`config.mk`:
```
export PLATFORM = sky130hd
export DESIGN_NAME = string_bucket_hash
export DESIGN_NICKNAME = d
export VERILOG_FILES = /design/src/hw/rtl/sbh_pkg.sv /design/src/hw/rtl/string_bucket_hash.sv /design/src/hw/rtl/sbh_front.sv /design/src/hw/rtl/sbh_queue.sv /design/src/hw/rtl/sbh_back.sv
export SDC_FILE = /design/constraint.sdc
export NUM_CORES = 1
export LEC_CHECK = 0
export BUFFER_PORTS_ARGS = -buffer_cell sky130_fd_sc_hd__buf_4
export CORE_UTILIZATION = 50
export CTS_CLUSTER_SIZE = 8
export DETAILED_ROUTE_END_ITERATION = 16
export PLACE_DENSITY = 0.62
export SLEW_MARGIN = 20
export SYNTH_ARGS = -nofsm -noshare
export SYNTH_HDL_FRONTEND = slang
export SYNTH_SLANG_ARGS = --single-unit
```
`constraint.sdc`:
```
create_clock -name i_clk -period 8.4 [get_ports i_clk]
set_input_delay 1.68 -clock i_clk [delete_from_list [all_inputs] [get_ports i_clk]]
set_output_delay 1.68 -clock i_clk [all_outputs]
set_load 0.05 [all_outputs]
```
`src/hw/rtl/sbh_pkg.sv`:
```
// ----------------------------------------------------------------------------
// sbh_pkg
// shared types and constants for the string bucket hash block
// ----------------------------------------------------------------------------
package sbh_pkg;

    localparam int CHAR_W       = 8;
    localparam int MODE_W       = 2;
    localparam int BUCKET_W     = 17;
    localparam int INDEX_W      = 16;
    localparam int VALUE_W      = 64;
    localparam int DJB_W        = 32;
    localparam int SUM_W        = 32;
    localparam int CFG_IDX_W    = 1;
    localparam int CFG_DATA_W   = BUCKET_W;
    localparam int QUEUE_DEPTH_DEF = 2;

    localparam logic [DJB_W-1:0]    DJB_SEED       = 32'd5381;
    localparam logic [BUCKET_W-1:0] BUCKET_RESET   = 17'd1024;
    localparam logic [BUCKET_W-1:0] BUCKET_MAX     = 17'd65536;
    localparam logic [BUCKET_W-1:0] PARITY_MODULUS = 17'd2;

    localparam logic [CFG_IDX_W-1:0] CFG_HASH_MODE    = 1'b0;
    localparam logic [CFG_IDX_W-1:0] CFG_BUCKET_COUNT = 1'b1;

    typedef enum logic [MODE_W-1:0] {
        HASH_PARITY = 2'd0,
        HASH_SUM    = 2'd1,
        HASH_WORD   = 2'd2,
        HASH_DJB    = 2'd3
    } t_hash_mode;

    typedef enum logic [1:0] {
        ST_IDLE = 2'd0,
        ST_DIV  = 2'd1,
        ST_DONE = 2'd2
    } t_back_state;

    typedef struct packed {
        logic [VALUE_W-1:0]  value;
        logic                neg;
        logic [BUCKET_W-1:0] modulus;
    } t_job;

endpackage

```
`src/hw/rtl/string_bucket_hash.sv`:
```
// each string end passes the job queue, the modulo unit and the output register
// throughput: one byte per cycle while the job queue is not full; each finished
// string holds the modulo unit through load, 64 one-bit remainder steps and
// result write; the job queue absorbs back-to-back string ends up to its depth
// reset: synchronous active low, restores hash_mode 3, bucket_count 1024, seeds
// ----------------------------------------------------------------------------
// string_bucket_hash
// streaming string hash that maps each string to a bucket index
// ----------------------------------------------------------------------------
module string_bucket_hash
    import sbh_pkg::*;
#(
    parameter int QUEUE_DEPTH = QUEUE_DEPTH_DEF
)
(
    input  logic                  i_clk,
    input  logic                  i_rst_n,
    input  logic                  i_cfg_we,
    input  logic [CFG_IDX_W-1:0]  i_cfg_index,
    input  logic [CFG_DATA_W-1:0] i_cfg_data,
    input  logic                  i_valid,
    output logic                  o_ready,
    input  logic [CHAR_W-1:0]     i_character,
    input  logic                  i_last_char,
    output logic                  o_valid,
    input  logic                  i_ready,
    output logic [INDEX_W-1:0]    o_bucket_index
);

    logic full;
    logic empty;
    logic push;
    logic pop;
    t_job job_in;
    t_job job_out;

    sbh_front u_front (
        .i_clk       (i_clk),
        .i_rst_n     (i_rst_n),
        .i_cfg_we    (i_cfg_we),
        .i_cfg_index (i_cfg_index),
        .i_cfg_data  (i_cfg_data),
        .i_valid     (i_valid),
        .o_ready     (o_ready),
        .i_character (i_character),
        .i_last_char (i_last_char),
        .i_full      (full),
        .o_push      (push),
        .o_job       (job_in)
    );

    sbh_queue #(
        .DEPTH (QUEUE_DEPTH)
    ) u_queue (
        .i_clk   (i_clk),
        .i_rst_n (i_rst_n),
        .i_push  (push),
        .i_job   (job_in),
        .i_pop   (pop),
        .o_full  (full),
        .o_empty (empty),
        .o_job   (job_out)
    );

    sbh_back u_back (
        .i_clk          (i_clk),
        .i_rst_n        (i_rst_n),
        .i_empty        (empty),
        .i_job          (job_out),
        .o_pop          (pop),
        .o_valid        (o_valid),
        .i_ready        (i_ready),
        .o_bucket_index (o_bucket_index)
    );

endmodule

```
`src/hw/rtl/sbh_front.sv`:
```
// ----------------------------------------------------------------------------
// sbh_front
// byte intake: config registers, running hash accumulators, job issue
// ----------------------------------------------------------------------------
module sbh_front
    import sbh_pkg::*;
(
    input  logic                  i_clk,
    input  logic                  i_rst_n,
    input  logic                  i_cfg_we,
    input  logic [CFG_IDX_W-1:0]  i_cfg_index,
    input  logic [CFG_DATA_W-1:0] i_cfg_data,
    input  logic                  i_valid,
    output logic                  o_ready,
    input  logic [CHAR_W-1:0]     i_character,
    input  logic                  i_last_char,
    input  logic                  i_full,
    output logic                  o_push,
    output t_job                  o_job
);

    t_hash_mode          r_mode;
    logic [BUCKET_W-1:0] r_bucket;
    logic [DJB_W-1:0]    r_djb,   n_djb;
    logic [SUM_W-1:0]    r_sum,   n_sum;
    logic [VALUE_W-1:0]  r_word,  n_word;
    logic [1:0]          r_pos;
    logic [CHAR_W-1:0]   r_first, n_first;
    logic                r_at_start;
    logic                accept;
    logic [BUCKET_W-1:0] eff_mod;
    logic                parity;

    assign o_ready = !i_full;
    assign accept  = i_valid && o_ready;

    assign n_first = r_at_start ? i_character : r_first;
    assign n_djb   = (r_djb << 5) + r_djb + DJB_W'(i_character);
    assign n_sum   = r_sum + SUM_W'(i_character);
    assign n_word  = r_word + (VALUE_W'(i_character) << {r_pos, 3'b000});
    assign parity  = n_first[0] ^ i_character[0];

    always_comb begin
        if (r_bucket == '0) begin
            eff_mod = BUCKET_W'(1);
        end else if (r_bucket > BUCKET_MAX) begin
            eff_mod = BUCKET_MAX;
        end else begin
            eff_mod = r_bucket;
        end
    end

    always_comb begin
        o_job = '0;
        case (r_mode)
            HASH_PARITY: begin
                o_job.value   = VALUE_W'(parity);
                o_job.neg     = 1'b0;
                o_job.modulus = PARITY_MODULUS;
            end
            HASH_SUM: begin
                o_job.value   = VALUE_W'(n_sum);
                o_job.neg     = 1'b0;
                o_job.modulus = eff_mod;
            end
            HASH_WORD: begin
                o_job.value   = n_word;
                o_job.neg     = n_word[VALUE_W-1];
                o_job.modulus = eff_mod;
            end
            default: begin
                o_job.value   = {{(VALUE_W-DJB_W){n_djb[DJB_W-1]}}, n_djb};
                o_job.neg     = n_djb[DJB_W-1];
                o_job.modulus = eff_mod;
            end
        endcase
    end

    assign o_push = accept && i_last_char;

    always_ff @(posedge i_clk) begin
        if (!i_rst_n) begin
            r_mode     <= HASH_DJB;
            r_bucket   <= BUCKET_RESET;
            r_djb      <= DJB_SEED;
            r_sum      <= '0;
            r_word     <= '0;
            r_pos      <= '0;
            r_first    <= '0;
            r_at_start <= 1'b1;
        end else begin
            if (i_cfg_we) begin
                if (i_cfg_index == CFG_HASH_MODE) begin
                    r_mode <= t_hash_mode'(i_cfg_data[MODE_W-1:0]);
                end else begin
                    r_bucket <= i_cfg_data;
                end
            end
            if (accept) begin
                if (i_last_char) begin
                    r_djb      <= DJB_SEED;
                    r_sum      <= '0;
                    r_word     <= '0;
                    r_pos      <= '0;
                    r_first    <= '0;
                    r_at_start <= 1'b1;
                end else begin
                    r_djb      <= n_djb;
                    r_sum      <= n_sum;
                    r_word     <= n_word;
                    r_pos      <= r_pos + 2'd1;
                    r_first    <= n_first;
                    r_at_start <= 1'b0;
                end
            end
        end
    end

endmodule

```
`src/hw/rtl/sbh_queue.sv`:
```
// ----------------------------------------------------------------------------
// sbh_queue
// short job fifo between the byte intake and the modulo unit
// ----------------------------------------------------------------------------
module sbh_queue
    import sbh_pkg::*;
#(
    parameter int DEPTH = QUEUE_DEPTH_DEF
)
(
    input  logic i_clk,
    input  logic i_rst_n,
    input  logic i_push,
    input  t_job i_job,
    input  logic i_pop,
    output logic o_full,
    output logic o_empty,
    output t_job o_job
);

    localparam int PTR_W = (DEPTH > 1) ? $clog2(DEPTH) : 1;
    localparam int CNT_W = $clog2(DEPTH + 1);
    localparam logic [CNT_W-1:0] FULL_CNT = CNT_W'(DEPTH);
    localparam logic [PTR_W-1:0] LAST_PTR = PTR_W'(DEPTH - 1);

    t_job             r_mem [DEPTH];
    logic [PTR_W-1:0] r_wr_ptr;
    logic [PTR_W-1:0] r_rd_ptr;
    logic [CNT_W-1:0] r_cnt;
    logic             do_push;
    logic             do_pop;

    assign o_full  = (r_cnt == FULL_CNT);
    assign o_empty = (r_cnt == '0);
    assign o_job   = r_mem[r_rd_ptr];
    assign do_push = i_push && !o_full;
    assign do_pop  = i_pop && !o_empty;

    always_ff @(posedge i_clk) begin
        if (do_push) begin
            r_mem[r_wr_ptr] <= i_job;
        end
    end

    always_ff @(posedge i_clk) begin
        if (!i_rst_n) begin
            r_wr_ptr <= '0;
            r_rd_ptr <= '0;
            r_cnt    <= '0;
        end else begin
            if (do_push) begin
                r_wr_ptr <= (r_wr_ptr == LAST_PTR) ? '0 : r_wr_ptr + PTR_W'(1);
            end
            if (do_pop) begin
                r_rd_ptr <= (r_rd_ptr == LAST_PTR) ? '0 : r_rd_ptr + PTR_W'(1);
            end
            if (do_push && !do_pop) begin
                r_cnt <= r_cnt + CNT_W'(1);
            end else if (do_pop && !do_push) begin
                r_cnt <= r_cnt - CNT_W'(1);
            end
        end
    end

endmodule

```
`src/hw/rtl/sbh_back.sv`:
```
// ----------------------------------------------------------------------------
// sbh_back
// magnitude and bit-serial modulo of one job, with output register
// ----------------------------------------------------------------------------
module sbh_back
    import sbh_pkg::*;
(
    input  logic               i_clk,
    input  logic               i_rst_n,
    input  logic               i_empty,
    input  t_job               i_job,
    output logic               o_pop,
    output logic               o_valid,
    input  logic               i_ready,
    output logic [INDEX_W-1:0] o_bucket_index
);

    localparam int STEP_W = $clog2(VALUE_W);
    localparam logic [STEP_W-1:0] LAST_STEP = STEP_W'(VALUE_W - 1);

    t_back_state         r_state, n_state;
    logic [VALUE_W-1:0]  r_dividend;
    logic [BUCKET_W-1:0] r_modulus;
    logic [BUCKET_W-1:0] r_rem;
    logic [STEP_W-1:0]   r_step;
    logic                r_out_valid;
    logic [INDEX_W-1:0]  r_out_index;
    logic                slot_free;
    logic                load;
    logic                shift;
    logic                write_out;
    logic [BUCKET_W:0]   trial;
    logic [BUCKET_W:0]   trial_sub;
    logic [BUCKET_W-1:0] n_rem;

    assign slot_free = !r_out_valid || i_ready;
    assign trial     = {r_rem, r_dividend[VALUE_W-1]};
    assign trial_sub = trial - {1'b0, r_modulus};
    assign n_rem     = (trial >= {1'b0, r_modulus}) ? trial_sub[BUCKET_W-1:0]
                                                    : trial[BUCKET_W-1:0];

    always_comb begin
        n_state = r_state;
        case (r_state)
            ST_IDLE: begin
                if (!i_empty) begin
                    n_state = ST_DIV;
                end
            end
            ST_DIV: begin
                if (r_step == LAST_STEP) begin
                    n_state = ST_DONE;
                end
            end
            ST_DONE: begin
                if (slot_free) begin
                    n_state = ST_IDLE;
                end
            end
            default: begin
                n_state = ST_IDLE;
            end
        endcase
    end

    always_comb begin
        load      = 1'b0;
        shift     = 1'b0;
        write_out = 1'b0;
        case (r_state)
            ST_IDLE: begin
                load = !i_empty;
            end
            ST_DIV: begin
                shift = 1'b1;
            end
            ST_DONE: begin
                write_out = slot_free;
            end
            default: begin
                load = 1'b0;
            end
        endcase
    end

    assign o_pop          = load;
    assign o_valid        = r_out_valid;
    assign o_bucket_index = r_out_index;

    always_ff @(posedge i_clk) begin
        if (load) begin
            r_dividend <= i_job.neg ? (VALUE_W'(0) - i_job.value) : i_job.value;
            r_modulus  <= i_job.modulus;
            r_rem      <= '0;
        end else if (shift) begin
            r_dividend <= {r_dividend[VALUE_W-2:0], 1'b0};
            r_rem      <= n_rem;
        end
        if (write_out) begin
            r_out_index <= r_rem[INDEX_W-1:0];
        end
    end

    always_ff @(posedge i_clk) begin
        if (!i_rst_n) begin
            r_state     <= ST_IDLE;
            r_step      <= '0;
            r_out_valid <= 1'b0;
        end else begin
            r_state <= n_state;
            if (load) begin
                r_step <= '0;
            end else if (shift) begin
                r_step <= r_step + STEP_W'(1);
            end
            if (write_out) begin
                r_out_valid <= 1'b1;
            end else if (i_ready) begin
                r_out_valid <= 1'b0;
            end
        end
    end

endmodule

```
==> summary.md <==
| Metric | Value |
|---|---|
| Status | finished clean |
| Cts repair resizes | 0 |
| Area grow syn2layout | 10.07% |
| Initial core utilization | between 50% and 60% |
| Die Area | 0.05233 mm² |
| Wire per inst | 19.18 µm |
| Post-synthesis simple-gate area fraction | 17.12% |
| Crit. End Element | flop |
| Die Ht | 228.8 µm |
| Initial antenna violation count | 0 |
| Tmin final | between 5 and 6 ns |
| Hold-fix buffers, CTS | 0 |
| Final core occ | approximately 56% |
| CP max FO | 18 |
| CP Data Arrival Time | roughly 5.7 ns |
| GR Overflow Total | 0 |
| TritonRoute pass-1 iters | 6 |
| Max Transition Viols Final | 0 |
| Vias | between 15,000 and 20,000 |
| Worst vdd ir | between 0.2 and 0.25 mV |
| Combinational share of power | 31.2% |
| Most common cell in the netlist | nand2_1 |
| Async set-reset flop share out of synthesis | 0% |
| CP delay by family, top | compound AO/OA/AOI/OAI gates |
| CTS sink count | roughly 440 |
| Setup TNS | 0 ns |
| Clock Tree Root | clkbuf_16 |
| # DRC | 0 |
| Largest family of logic cells by synthesized area | compound AO/OA/AOI/OAI gates |
| WHS | approximately 0.47 ns |
| Mean cell area of the mapped netlist | 9.487 µm² |
| Post-synthesis adder-cell area fraction | between 6 and 7% |
| Cell row count | 82 |
| Largest buffer count on any clock path | 3 |
| Worst path bufs/invs | 3 |
| Crit-path slowest cell | nand2_1 |
| Xor and xnor area share after synthesis | 6.779% |
| TritonCTS clock tree | done |
| Core Footprint | 0.05048 mm² |
| Relative slew margins | around 32% |
| Dominant synthesized flop cell | edfxtp_1 |
| First-pass GRT wire length | 104,800 µm |
| Worst-path clk slew | 0.05 ns |
| Sequential power share | 39.4% |
| Synth Area in Compound Gates | roughly 18% |
| Clk network pwr share | 29.3% |
| Largest cells by area after synthesis | edfxtp_1 (30%), dfxtp_1 (14%), ha_1 (5.7%) |
| Cell Int Power | about 5.1 mW |
| Unrepaired setup endpoints after global routing | no |
| GRT Overall Usage | between 20 and 25% |
| Synth top area share | a little under a third |
| Crit path required time | 8.72 ns |
| Area after DPL | between 0.02 and 0.03 mm² |
| Final instance area | approximately 0.028 mm² |
| EDFF count, synth | between 200 and 300 |
| IO buf count | around 50 |
| Final worst path period share | between 60% and 70% |
| Leakage | between 10 and 15 nW |
| Final WL | roughly 65,000 µm |
| DP HPWL | around 46,000 µm |
| Fill cells | about 4,500 |
| Largest net degree at the start of global routing | 77 |
| FF-to-FF setup slack | 3.58 ns |
| Synth cell types | 95 |
| Peak Freq | around 190 MHz |
| Share of layout cells above drive strength 1 | under 10% |
| Fin Clk Skew | between 0.03 and 0.04 ns |
| Worst-path cell chain | buf_4 > ha_1 > ha_1 > inv_1 > fa_1 > nor2b_1 > o31a_1 > o311ai_0 > o21ai_0 > nand4_1 > a31oi_1 > xnor2_1 > xnor2_1 > nand2_1 > buf_4 > o21ai_0 |
| Antenna-violating nets left | 0 |
| Die width | 228.8 µm |
| Worst slew pin tran | between 1 and 1.5 ns |
| Clk_lat worst skew | roughly 0.63 ns |
| Worst Hold Class | reg -> reg |
| Largest area contributor in the netlist | edfxtp_1 |
| Syn_nets | roughly 2,900 |
| Register bit total from synthesis | around 440 |
| # Max-Cap Violations | 0 |
| CP Launch Type | input pin |
| Seq/Total Area, Yosys | between 40 and 50% |
| Sw power | ~2.7 mW |
| H-tree levels | 2 |
| Routability Congestion | 0.9128 |
| Vias in the first global route | between 15,000 and 20,000 |
| Multi-input logic area | around 0.013 mm² |
| Vias/cell | 5.809 |
| Nets@finish | around 2,800 |
| Multiplexer share of the synthesized area | between 4 and 5% |
| Most common library cells after synthesis | nand2_1 (269), edfxtp_1 (259), nor2_1 (247) |
| Starting DRT DRC Count | ~1,600 |
| Final hold viol count | 0 |
| I/O pins | 50 |
| Mapped cell area | 0.02571 mm² |
| Post-CTS Setup Bufs | 0 |
| Sw Ratio | between 30% and 40% |
| Critical Path Max Stage Delay | approximately 0.48 ns |
| Final setup vio count | 0 |
| Setup CP Type | in -> reg |
| CTS Buf Count | 61 |
| Register area | between 0.01 and 0.015 mm² |
| Gate Count Post-Synth | roughly 2,700 |
| PwrDens | roughly 280 mW/mm² |
| Synth Warn # | 0 |
-- state kept, by name, indices dropped and copies added, names as in the netlist, 2 cells and up, named ones only --
name	count
u_back.r_rem	17
u_front.r_mode	2
u_queue.r_cnt	2
u_front.r_pos	2
u_front.r_sum	32
u_front.r_djb	32
u_back.r_dividend	64
u_front.r_word	64
u_back.o_bucket_index	16
u_back.r_modulus	17
u_front.r_bucket	17
u_back.r_step	6
u_back.r_state	2
u_queue.r_mem	162
-- tightest hold or removal path, cell delays in order (launching register included) --
cell and delay [ns]:
dfxtp_1 0.34, nand2_1 0.05, o21ai_0 0.05
-- per-layer routing --
| layer | vias to the layer above | track usage (%) | wire length (µm) |
|---|---|---|---|
| met5 | - | 0 | 0 |
| met4 | 0 | 9.291 | 2145 |
| met3 | 112 | 3.393 | 2964 |
| met2 | 464 | 40.63 | 29980 |
| met1 | 9388 | 33.82 | 30330 |
| li1 | 9849 | - | - |
-- per-stage QoR --
step / setup slack [ns] / cells / power, mW
floorplan: 1.884 / 2710 / 4.932
global placement: 2.497 / 3300 / 5.485
detailed placement: 2.432 / 3300 / 5.542
CTS: 3.066 / 3410 / 7.839
global route: 2.755 / 3410 / 8.268
finish: 3.050 / 3411 / 7.788
-- area by class of cell --
type | instances | area share (%)
multi-input combinational | 2055 | 47.66
timing repair buffer | 73 | 1.937
clock inverter | 3 | 0.2211
sequential | 441 | 40.38
clock buffer | 107 | 6.040
antenna | 1 | 0.008843
tap | 672 | 2.971
inverter | 59 | 0.7870
-- cells in the final DEF (no fill, tap or decap), types with 64 or more instances in the layout --
| cell | instances |
|---|---|
| nand2_1 | 268 |
| edfxtp_1 | 259 |
| nor2_1 | 244 |
| o21ai_0 | 204 |
| dfxtp_1 | 180 |
| a21oi_1 | 178 |
| ha_1 | 118 |
| xnor2_1 | 108 |
| xor2_1 | 91 |
| buf_4 | 73 |
| nand3_1 | 69 |
| mux2i_1 | 64 |
-- power groups by stage --
stage | Clock, mW | Sequential (mW) | Combinational (mW)
final | 2.29 | 3.07 | 2.43
after global routing | 2.42 | 3.12 | 2.73
after CTS | 2.33 | 3.07 | 2.44
after detailed placement | 0 | 3.11 | 2.43
after global placement | 0 | 3.10 | 2.39
after floorplan | 0 | 3.00 | 1.94
-- final timing paths --
kind | start | to | depth (start not counted)
worst max-delay path | i_character[1] | u_queue.r_mem[0][65] | 16
worst min-delay path | u_front.r_djb[30] | u_front.r_djb[30] | 2
worst max register to register | flop | u_back.r_dividend[63] | 9
worst min register to register | u_front.r_djb[30] | u_front.r_djb[30] | 2
-- kinds of logic (layout without fill, tap and decap cells) --
| family | Yosys count | count (layout) |
|---|---|---|
| multiplexers | 100 | 100 |
| flip-flops | 441 | 441 |
| AO/OA/AOI/OAI | 713 | 713 |
| other | 0 | 1 |
| AND/OR/NAND/NOR | 918 | 918 |
| buffers and inverters | 214 | 242 |
| adder cells (fa/ha/maj) | 125 | 125 |
| XOR/XNOR | 199 | 199 |
(Power assumes the default switching activity.)
